**src/rtl/b2s_pkg.sv**
```systemverilog
// Shared types, constants and helper functions for the BLAKE2s core.
// No dependencies; imported by every design module of the block but the checker.
package b2s_pkg;

  // Sequencer states
  typedef enum logic [2:0] {
    ST_IDLE,
    ST_INIT,
    ST_RUN,
    ST_FEED,
    ST_OUT
  } state_t;

  // Input action codes
  localparam logic ACT_START = 1'b0;
  localparam logic ACT_WORD  = 1'b1;

  // Configuration register indexes
  localparam logic CFG_DIGEST_LEN = 1'b0;
  localparam logic CFG_KEY_SIZE   = 1'b1;

  localparam logic [5:0] DIGEST_LEN_RST = 6'd32;
  localparam logic [5:0] KEY_SIZE_RST   = 6'd0;

  // Fanout 1, depth 1 in the parameter word
  localparam logic [31:0] PARAM_FIXED = 32'h0101_0000;

  localparam logic [6:0] BLOCK_BYTES_MAX = 7'd64;
  localparam logic [3:0] LAST_WORD_POS   = 4'd15;
  localparam logic [3:0] LAST_ROUND      = 4'd9;
  localparam logic [2:0] LAST_G          = 3'd7;
  localparam logic [2:0] LAST_COL_G      = 3'd3;
  localparam logic [2:0] LAST_DIGEST     = 3'd7;

  // G rotation distances, as right rotates
  localparam int unsigned ROT_A = 16;
  localparam int unsigned ROT_B = 12;
  localparam int unsigned ROT_C = 8;
  localparam int unsigned ROT_D = 7;

  localparam logic [31:0] IV_WORDS [8] = '{
    32'h6a09e667, 32'hbb67ae85, 32'h3c6ef372, 32'ha54ff53a,
    32'h510e527f, 32'h9b05688c, 32'h1f83d9ab, 32'h5be0cd19
  };

  localparam logic [3:0] SIGMA [10][16] = '{
    '{4'd0, 4'd1, 4'd2, 4'd3, 4'd4, 4'd5, 4'd6, 4'd7,
      4'd8, 4'd9, 4'd10, 4'd11, 4'd12, 4'd13, 4'd14, 4'd15},
    '{4'd14, 4'd10, 4'd4, 4'd8, 4'd9, 4'd15, 4'd13, 4'd6,
      4'd1, 4'd12, 4'd0, 4'd2, 4'd11, 4'd7, 4'd5, 4'd3},
    '{4'd11, 4'd8, 4'd12, 4'd0, 4'd5, 4'd2, 4'd15, 4'd13,
      4'd10, 4'd14, 4'd3, 4'd6, 4'd7, 4'd1, 4'd9, 4'd4},
    '{4'd7, 4'd9, 4'd3, 4'd1, 4'd13, 4'd12, 4'd11, 4'd14,
      4'd2, 4'd6, 4'd5, 4'd10, 4'd4, 4'd0, 4'd15, 4'd8},
    '{4'd9, 4'd0, 4'd5, 4'd7, 4'd2, 4'd4, 4'd10, 4'd15,
      4'd14, 4'd1, 4'd11, 4'd12, 4'd6, 4'd8, 4'd3, 4'd13},
    '{4'd2, 4'd12, 4'd6, 4'd10, 4'd0, 4'd11, 4'd8, 4'd3,
      4'd4, 4'd13, 4'd7, 4'd5, 4'd15, 4'd14, 4'd1, 4'd9},
    '{4'd12, 4'd5, 4'd1, 4'd15, 4'd14, 4'd13, 4'd4, 4'd10,
      4'd0, 4'd7, 4'd6, 4'd3, 4'd9, 4'd2, 4'd8, 4'd11},
    '{4'd13, 4'd11, 4'd7, 4'd14, 4'd12, 4'd1, 4'd3, 4'd9,
      4'd5, 4'd0, 4'd15, 4'd4, 4'd8, 4'd6, 4'd2, 4'd10},
    '{4'd6, 4'd15, 4'd14, 4'd9, 4'd11, 4'd3, 4'd0, 4'd8,
      4'd12, 4'd2, 4'd13, 4'd7, 4'd1, 4'd4, 4'd10, 4'd5},
    '{4'd10, 4'd2, 4'd8, 4'd4, 4'd7, 4'd6, 4'd1, 4'd5,
      4'd15, 4'd11, 4'd9, 4'd14, 4'd3, 4'd12, 4'd13, 4'd0}
  };

  // Message schedule lookup; rounds past the last read as round 0
  function automatic logic [3:0] sigma(input logic [3:0] round, input logic [3:0] pos);
    logic [3:0] idx;
    idx = SIGMA[0][pos];
    if (round <= LAST_ROUND) begin
      idx = SIGMA[round][pos];
    end
    return idx;
  endfunction

  // Right rotate by a constant distance
  function automatic logic [31:0] rotr(input logic [31:0] x, input int unsigned n);
    return (x >> n) | (x << (32 - n));
  endfunction

endpackage

```
**src/rtl/blake2s_compression_unit.sv**
```systemverilog
// BLAKE2s-256 compression unit: start beats, message word beats and digest beats.
// Depends on b2s_pkg, b2s_g_half and b2s_msg_buf.
//
// A start beat or any of the first fifteen words of a block is taken with no
// stall. The sixteenth word starts a compression, and the input stays stalled
// while the working vector is loaded, ten rounds run as 16 half-G steps each
// on a single shared half-G unit, and the feed-forward is done. After a block
// marked final, the eight digest words follow as beats, word 0 first, one per
// cycle while the output is not stalled; input stays stalled until the last one
// has gone. The config port may be written only while the block is idle.
module blake2s_compression_unit (
  input  logic        clk,
  input  logic        rst,
  input  logic        cfg_write,
  input  logic        cfg_index,
  input  logic [5:0]  cfg_data,
  input  logic        in_valid,
  output logic        in_stall,
  input  logic        action,
  input  logic [31:0] msg_word,
  input  logic        final_block,
  input  logic [6:0]  block_bytes,
  output logic        out_valid,
  input  logic        out_stall,
  output logic [31:0] digest_word,
  output logic        digest_last
);
  import b2s_pkg::*;

  state_t      state, state_next;
  logic [5:0]  digest_len;
  logic [5:0]  key_size;
  logic [31:0] chain [8];
  logic [63:0] byte_count;
  logic [3:0]  position;
  logic        last_flag;
  logic [31:0] v [16];
  logic [31:0] v_mix [16];
  logic [3:0]  round, round_next;
  logic [2:0]  gidx, gidx_next;
  logic        half, half_next;
  logic [2:0]  out_idx, out_idx_next;
  logic        in_beat;
  logic        out_beat;
  logic        block_end;
  logic [6:0]  bytes_sat;
  logic [31:0] msg_rd;
  logic [3:0]  msg_rd_addr;
  logic [31:0] ga, gb, gc, gd;

  assign in_stall    = (state != ST_IDLE);
  assign in_beat     = in_valid && !in_stall;
  assign out_valid   = (state == ST_OUT);
  assign out_beat    = out_valid && !out_stall;
  assign digest_word = chain[out_idx];
  assign digest_last = (out_idx == LAST_DIGEST);
  assign block_end   = in_beat && (action == ACT_WORD) && (position == LAST_WORD_POS);
  assign bytes_sat   = (block_bytes > BLOCK_BYTES_MAX) ? BLOCK_BYTES_MAX : block_bytes;

  // Row rotate amount after a full G; folds in (un)diagonalisation
  function automatic logic [1:0] rot_amt(input logic [2:0] g, input logic [1:0] row);
    logic [1:0] amt;
    amt = 2'd1;
    if (g == LAST_COL_G) begin
      amt = 2'd1 + row;
    end else if (g == LAST_G) begin
      amt = 2'd1 - row;
    end
    return amt;
  endfunction

  // Message store, read address follows the next step's schedule slot
  assign msg_rd_addr = sigma(round_next, {gidx_next, half_next});

  b2s_msg_buf u_msg (
    .clk     (clk),
    .wr_en   (in_beat && (action == ACT_WORD)),
    .wr_addr (position),
    .wr_data (msg_word),
    .rd_addr (msg_rd_addr),
    .rd_data (msg_rd)
  );

  // Shared half-G unit always works on column 0 of the working vector
  b2s_g_half u_g (
    .second (half),
    .a_in   (v[0]),
    .b_in   (v[4]),
    .c_in   (v[8]),
    .d_in   (v[12]),
    .m_in   (msg_rd),
    .a_out  (ga),
    .b_out  (gb),
    .c_out  (gc),
    .d_out  (gd)
  );

  // Column 0 replaced by the G results
  always_comb begin
    for (int i = 0; i < 16; i++) begin
      v_mix[i] = v[i];
    end
    v_mix[0]  = ga;
    v_mix[4]  = gb;
    v_mix[8]  = gc;
    v_mix[12] = gd;
  end

  // Configuration registers
  always_ff @(posedge clk) begin
    if (rst) begin
      digest_len <= DIGEST_LEN_RST;
      key_size   <= KEY_SIZE_RST;
    end else if (cfg_write) begin
      case (cfg_index)
        CFG_DIGEST_LEN: digest_len <= cfg_data;
        CFG_KEY_SIZE:   key_size   <= cfg_data;
        default: ;
      endcase
    end
  end

  // Chain value, byte counter, word position and final flag
  always_ff @(posedge clk) begin
    if (rst) begin
      for (int i = 0; i < 8; i++) begin
        chain[i] <= IV_WORDS[i];
      end
      byte_count <= '0;
      position   <= '0;
      last_flag  <= 1'b0;
    end else if (in_beat && (action == ACT_START)) begin
      // word 0 carries the parameter word
      for (int i = 1; i < 8; i++) begin
        chain[i] <= IV_WORDS[i];
      end
      chain[0]   <= IV_WORDS[0] ^ PARAM_FIXED ^ {16'd0, 2'd0, key_size, 2'd0, digest_len};
      byte_count <= '0;
      position   <= '0;
    end else if (in_beat) begin
      position <= position + 4'd1;
      if (block_end) begin
        byte_count <= byte_count + {57'd0, bytes_sat};
        last_flag  <= final_block;
      end
    end else if (state == ST_FEED) begin
      for (int i = 0; i < 8; i++) begin
        chain[i] <= chain[i] ^ v[i] ^ v[i + 8];
      end
    end
  end

  // Working vector: load, then one half-G step per cycle
  always_ff @(posedge clk) begin
    if (state == ST_INIT) begin
      for (int i = 0; i < 8; i++) begin
        v[i] <= chain[i];
      end
      for (int i = 0; i < 4; i++) begin
        v[i + 8] <= IV_WORDS[i];
      end
      v[12] <= IV_WORDS[4] ^ byte_count[31:0];
      v[13] <= IV_WORDS[5] ^ byte_count[63:32];
      v[14] <= IV_WORDS[6] ^ {32{last_flag}};
      v[15] <= IV_WORDS[7];
    end else if (state == ST_RUN) begin
      for (int r = 0; r < 4; r++) begin
        for (int c = 0; c < 4; c++) begin
          if (half) begin
            v[4 * r + c] <= v_mix[4 * r + 2'(2'(c) + rot_amt(gidx, 2'(r)))];
          end else begin
            v[4 * r + c] <= v_mix[4 * r + c];
          end
        end
      end
    end
  end

  // Sequencer state and step counters
  always_ff @(posedge clk) begin
    if (rst) begin
      state   <= ST_IDLE;
      round   <= '0;
      gidx    <= '0;
      half    <= 1'b0;
      out_idx <= '0;
    end else begin
      state   <= state_next;
      round   <= round_next;
      gidx    <= gidx_next;
      half    <= half_next;
      out_idx <= out_idx_next;
    end
  end

  // Next state and counter steps
  always_comb begin
    state_next   = state;
    round_next   = round;
    gidx_next    = gidx;
    half_next    = half;
    out_idx_next = out_idx;
    case (state)
      ST_IDLE: begin
        if (block_end) begin
          state_next = ST_INIT;
        end
      end
      ST_INIT: begin
        state_next = ST_RUN;
        round_next = '0;
        gidx_next  = '0;
        half_next  = 1'b0;
      end
      ST_RUN: begin
        half_next = !half;
        if (half) begin
          gidx_next = gidx + 3'd1;
          if (gidx == LAST_G) begin
            round_next = round + 4'd1;
            if (round == LAST_ROUND) begin
              state_next = ST_FEED;
            end
          end
        end
      end
      ST_FEED: begin
        out_idx_next = '0;
        state_next   = last_flag ? ST_OUT : ST_IDLE;
      end
      ST_OUT: begin
        if (out_beat) begin
          out_idx_next = out_idx + 3'd1;
          if (out_idx == LAST_DIGEST) begin
            state_next = ST_IDLE;
          end
        end
      end
      default: begin
        state_next = ST_IDLE;
      end
    endcase
  end

endmodule

```
**src/rtl/b2s_g_half.sv**
```systemverilog
// Half of the BLAKE2s G function: one add/xor/rotate pass on a column.
// Depends on b2s_pkg for the rotation helper and distances.
module b2s_g_half (
  input  logic        second,
  input  logic [31:0] a_in,
  input  logic [31:0] b_in,
  input  logic [31:0] c_in,
  input  logic [31:0] d_in,
  input  logic [31:0] m_in,
  output logic [31:0] a_out,
  output logic [31:0] b_out,
  output logic [31:0] c_out,
  output logic [31:0] d_out
);
  import b2s_pkg::*;

  logic [31:0] d_mix;
  logic [31:0] b_mix;

  // First half rotates by 16/12, second half by 8/7
  always_comb begin
    a_out = a_in + b_in + m_in;
    d_mix = d_in ^ a_out;
    d_out = second ? rotr(d_mix, ROT_C) : rotr(d_mix, ROT_A);
    c_out = c_in + d_out;
    b_mix = b_in ^ c_out;
    b_out = second ? rotr(b_mix, ROT_D) : rotr(b_mix, ROT_B);
  end

endmodule

```
**src/rtl/b2s_msg_buf.sv**
```systemverilog
// Sixteen-word message block store, one write and one registered read port.
// Depends on b2s_pkg only by convention; no reset, entries valid once written.
module b2s_msg_buf (
  input  logic        clk,
  input  logic        wr_en,
  input  logic [3:0]  wr_addr,
  input  logic [31:0] wr_data,
  input  logic [3:0]  rd_addr,
  output logic [31:0] rd_data
);
  import b2s_pkg::*;

  logic [31:0] mem [16];

  // Write port
  always_ff @(posedge clk) begin
    if (wr_en) begin
      mem[wr_addr] <= wr_data;
    end
  end

  // Registered read, address presented the cycle before
  always_ff @(posedge clk) begin
    rd_data <= mem[rd_addr];
  end

endmodule

```
**config.mk**
```make
export PLATFORM = sky130hd
export DESIGN_NAME = blake2s_compression_unit
export DESIGN_NICKNAME = d
export VERILOG_FILES = /design/src/rtl/b2s_pkg.sv /design/src/rtl/blake2s_compression_unit.sv /design/src/rtl/b2s_g_half.sv /design/src/rtl/b2s_msg_buf.sv
export SDC_FILE = /design/constraint.sdc
export NUM_CORES = 2
export LEC_CHECK = 0
export BUFFER_PORTS_ARGS = -buffer_cell sky130_fd_sc_hd__buf_4
export CAP_MARGIN = 20
export CELL_PAD_IN_SITES_DETAIL_PLACEMENT = 1
export CELL_PAD_IN_SITES_GLOBAL_PLACEMENT = 2
export CORE_ASPECT_RATIO = 1.1
export CORE_MARGIN = 2
export CORE_UTILIZATION = 23
export DETAILED_ROUTE_END_ITERATION = 6
export PLACE_DENSITY_LB_ADDON = 0.1
export SLEW_MARGIN = 5
export SYNTH_ARGS = -nofsm -noshare
export SYNTH_HDL_FRONTEND = slang
export SYNTH_SLANG_ARGS = --single-unit
export TNS_END_PERCENT = 100
```
**constraint.sdc**
```tcl
create_clock -name clk -period 11.09 [get_ports clk]
set_clock_uncertainty 0.1 [all_clocks]
set_input_delay 1.109 -clock clk [delete_from_list [all_inputs] [get_ports clk]]
set_output_delay 1.109 -clock clk [all_outputs]
set_load 0.03 [all_outputs]
```
==> metrics.txt <==
DR vias=56,022; Worst Path Max Fanout=10; final WL=373,000 um; number of routed nets with antenna violations=0; max-cap violations=0; Post-synth EDFFs=1,216; Synth Flop Type=edfxtp_1; Post-DP Area=81,800 um2; routed length per placed instance=33.6 um; Die ar.=333,000 um2; Via density=5.04; Post-Route Setup TNS=0 ns; Ports=88; wire length on met3=14,800 um; Max Fclk=108 MHz; actual slew at the worst max-slew pin=1.20 ns; clk sinks=1,410; CTS hold repair buffers=0; Tmin final=9.27 ns; sequential share of the synthesized area=53.5%; std cell rows=220; HP Start=digest_len[4]; initial antenna violation count=46; CTS buffer count=186; Worst path depth=27; Crit. End Element=flip-flop; number of gates resized after cts=0; crit path buf inv count=1; metal2 WL=177,000 um; Avg Cell Area, Syn=11.5 um2; DRC Markers=0; post-synthesis register bit count=1,410; final instance area=87,800 um2; Root Buffer Master=clkbuf_16; post-synthesis net count=6,756; GRT Util Overall=22.0%; H-tree Lvls=4; FF-to-FF path depth=27; Crit path max-delay family=compound AO/OA/AOI/OAI gates; Mapped Area=75,500 um2; global route total overflow=0; drt first-iter violations=4,617; Final Util=26.9%; chip width=550 um; area delta synth->final=16.3%; uppermost routed layer=met5; layout cell share with drive strength beyond 1=14.7%; Synth cell types=116; DP Worst Slack=1.85 ns; maximum clock path buffer count=4; nets=6,797; Die Ht=605 um; Req. time, crit path=11.66 ns; crit path from=v[4][1]; Syn Inst Count=6,576; # setup viols final=0; Critical-path top delay cell=a32oi_1; CTS tree=done; Warnings, synthesis=0; gpl congestion=0.913; reg2reg start=v[4][1]; HPWL after detailed placement=259,000 um; post-CTS setup buffer count=0; status=finished clean; crit-path max cell delay=0.66 ns; clock latency at the later pin of the worst-skew pair=0.91 ns; Hold Crit Depth=2; final setup margin=1.82 ns; vias in the first global route=57,281; Clock transition at path regs=0.06 ns; core footprint=327,000 um2; first-pass GRT wire length=510,000 um; Hold Vio Cnt, Final=0; critical path startpoint category=flip-flop; CP Data Arrival Time=9.84 ns; RSZ-0062 raised after global routing=no; port bufs=87; Worst VDD drop=0.117 mV; largest net degree at the start of global routing=122; First-pass DRT Iterations=5; wl on met1=167,000 um; fin crit share=83.6%; Initial Utilization=23.1%; Slew Viols, Final=0; Slew headroom=19.4%; WS Path Type=flip-flop to flip-flop; async set-reset flop share out of synthesis=0%; Hold WS=0.364 ns; Worst Hold Class=flip-flop to flip-flop; most common cell type on the critical path=o21ai_0; PwrDens=150 nW/um2; Leak Pwr=0.0286 uW
[Yosys cell counts, types with 22 or more instances]
| master | number | area share, % |
|---|---|---|
| nor3_1 | 52 | 0.34 |
| dfxtp_1 | 194 | 5.1 |
| mux2i_1 | 365 | 4.8 |
| nand3_1 | 254 | 1.7 |
| a211oi_1 | 42 | 0.42 |
| a31oi_1 | 46 | 0.38 |
| o21ai_0 | 392 | 2.6 |
| edfxtp_1 | 1216 | 48 |
| mux4_2 | 106 | 3.2 |
| inv_1 | 65 | 0.32 |
| a22oi_1 | 39 | 0.39 |
| o22ai_1 | 61 | 0.51 |
| buf_2 | 46 | 0.30 |
| a21o_1 | 64 | 0.64 |
| xnor2_1 | 330 | 3.8 |
| xor2_1 | 278 | 3.2 |
| and3_1 | 31 | 0.26 |
| nand2_1 | 835 | 4.2 |
| nor2_1 | 491 | 2.4 |
| a22o_1 | 45 | 0.52 |
| clkbuf_1 | 281 | 1.4 |
| o221ai_1 | 29 | 0.34 |
| a311oi_1 | 37 | 0.43 |
| o211ai_1 | 83 | 0.83 |
| o2111ai_1 | 40 | 0.46 |
| ha_1 | 93 | 1.5 |
| buf_1 | 82 | 0.41 |
| or3_1 | 59 | 0.49 |
| nor3_2 | 23 | 0.30 |
| nand4_1 | 22 | 0.18 |
| a21oi_1 | 283 | 1.9 |
| fa_1 | 34 | 0.90 |
| mux2_2 | 148 | 2.2 |
[final timing paths]
check / endpoint / slack, ns
setup / recovery: v[6][21] / 1.82
hold / removal: digest_len[4] / 0.36
setup reg to reg: v[6][21] / 1.82
hold reg to reg: digest_len[4] / 0.36
[tightest hold or removal path: stages (launching register included)]
cell and delay, ns:
dfxtp_1 0.31, nand2_1 0.05, a21oi_1 0.05
[per-stage QoR]
stage / power, uW / std cells
after CTS: 13300 / 11100
after global routing: 13600 / 11102
after global placement: 7110 / 10753
final: 13100 / 11106
after detailed placement: 7110 / 10758
after floorplan: 6480 / 6576
[logic make-up after synthesis]
group | share of synthesized area (%)
simple gates | 11.0
flops | 53.5
compound gates | 12.2
mux | 10.6
xor+xnor | 7.50
buf+inv | 2.80
fa+ha+maj | 2.44
[layout make-up]
cell class,instances,area (um2)
inverters,70,278
diodes,6,15.0
repair buffers,289,2240
well taps,4329,5420
multi-input cells,4660,33500
flip-flops and latches,1410,40400
clock inverters,79,838
clock buffers,263,5180
fillers,35752,239000
[cell usage in the layout (no fill, tap or decap), types with 31 or more instances in the layout]
cell type and n:
dfxtp_1 190, clkinv_2 34, a311oi_1 37, xor2_1 276, and3_1 31, o21ai_0 392
nor2_1 470, nand3_1 252, o22ai_1 61, or3_1 56, o211ai_1 83, xnor2_1 326
a21oi_1 282, fa_1 34, a21o_1 64, mux4_2 106, ha_1 88, nor3_1 44
clkbuf_1 56, edfxtp_1 1216, a211oi_1 41, a22oi_1 39, mux2i_1 364, nand2_1 827
buf_4 282, inv_1 60, a22o_1 45, o2111ai_1 39, a31oi_1 46, clkbuf_16 188
mux2_2 148
[sequential cells by signal, summed over array words and instances (netlist names), named ones only]
| signal | count |
|---|---|
| byte_count | 64 |
| chain | 256 |
| digest_len | 6 |
| gidx | 3 |
| half | 1 |
| key_size | 6 |
| last_flag | 1 |
| out_idx | 3 |
| position | 4 |
| round | 4 |
| state | 3 |
| u_msg.mem | 512 |
| u_msg.rd_data | 32 |
| v | 512 |
[power by group]
| group | switching, uW | leakage, uW | total, uW | internal [uW] |
|---|---|---|---|---|
| clock | 2620 | 0.00294 | 6140 | 3530 |
| combinational | 842 | 0.0131 | 1180 | 337 |
| sequential | 40.1 | 0.0125 | 5820 | 5780 |
[layer usage]
| layer | global-route usage [%] | vias up |
|---|---|---|
| met5 | 0 | - |
| met4 | 6.90 | 18 |
| met3 | 2.58 | 415 |
| met2 | 36.6 | 1427 |
| met1 | 29.7 | 29584 |
| li1 | - | 24578 |
No activity file was read; power rests on OpenSTA's default activity.
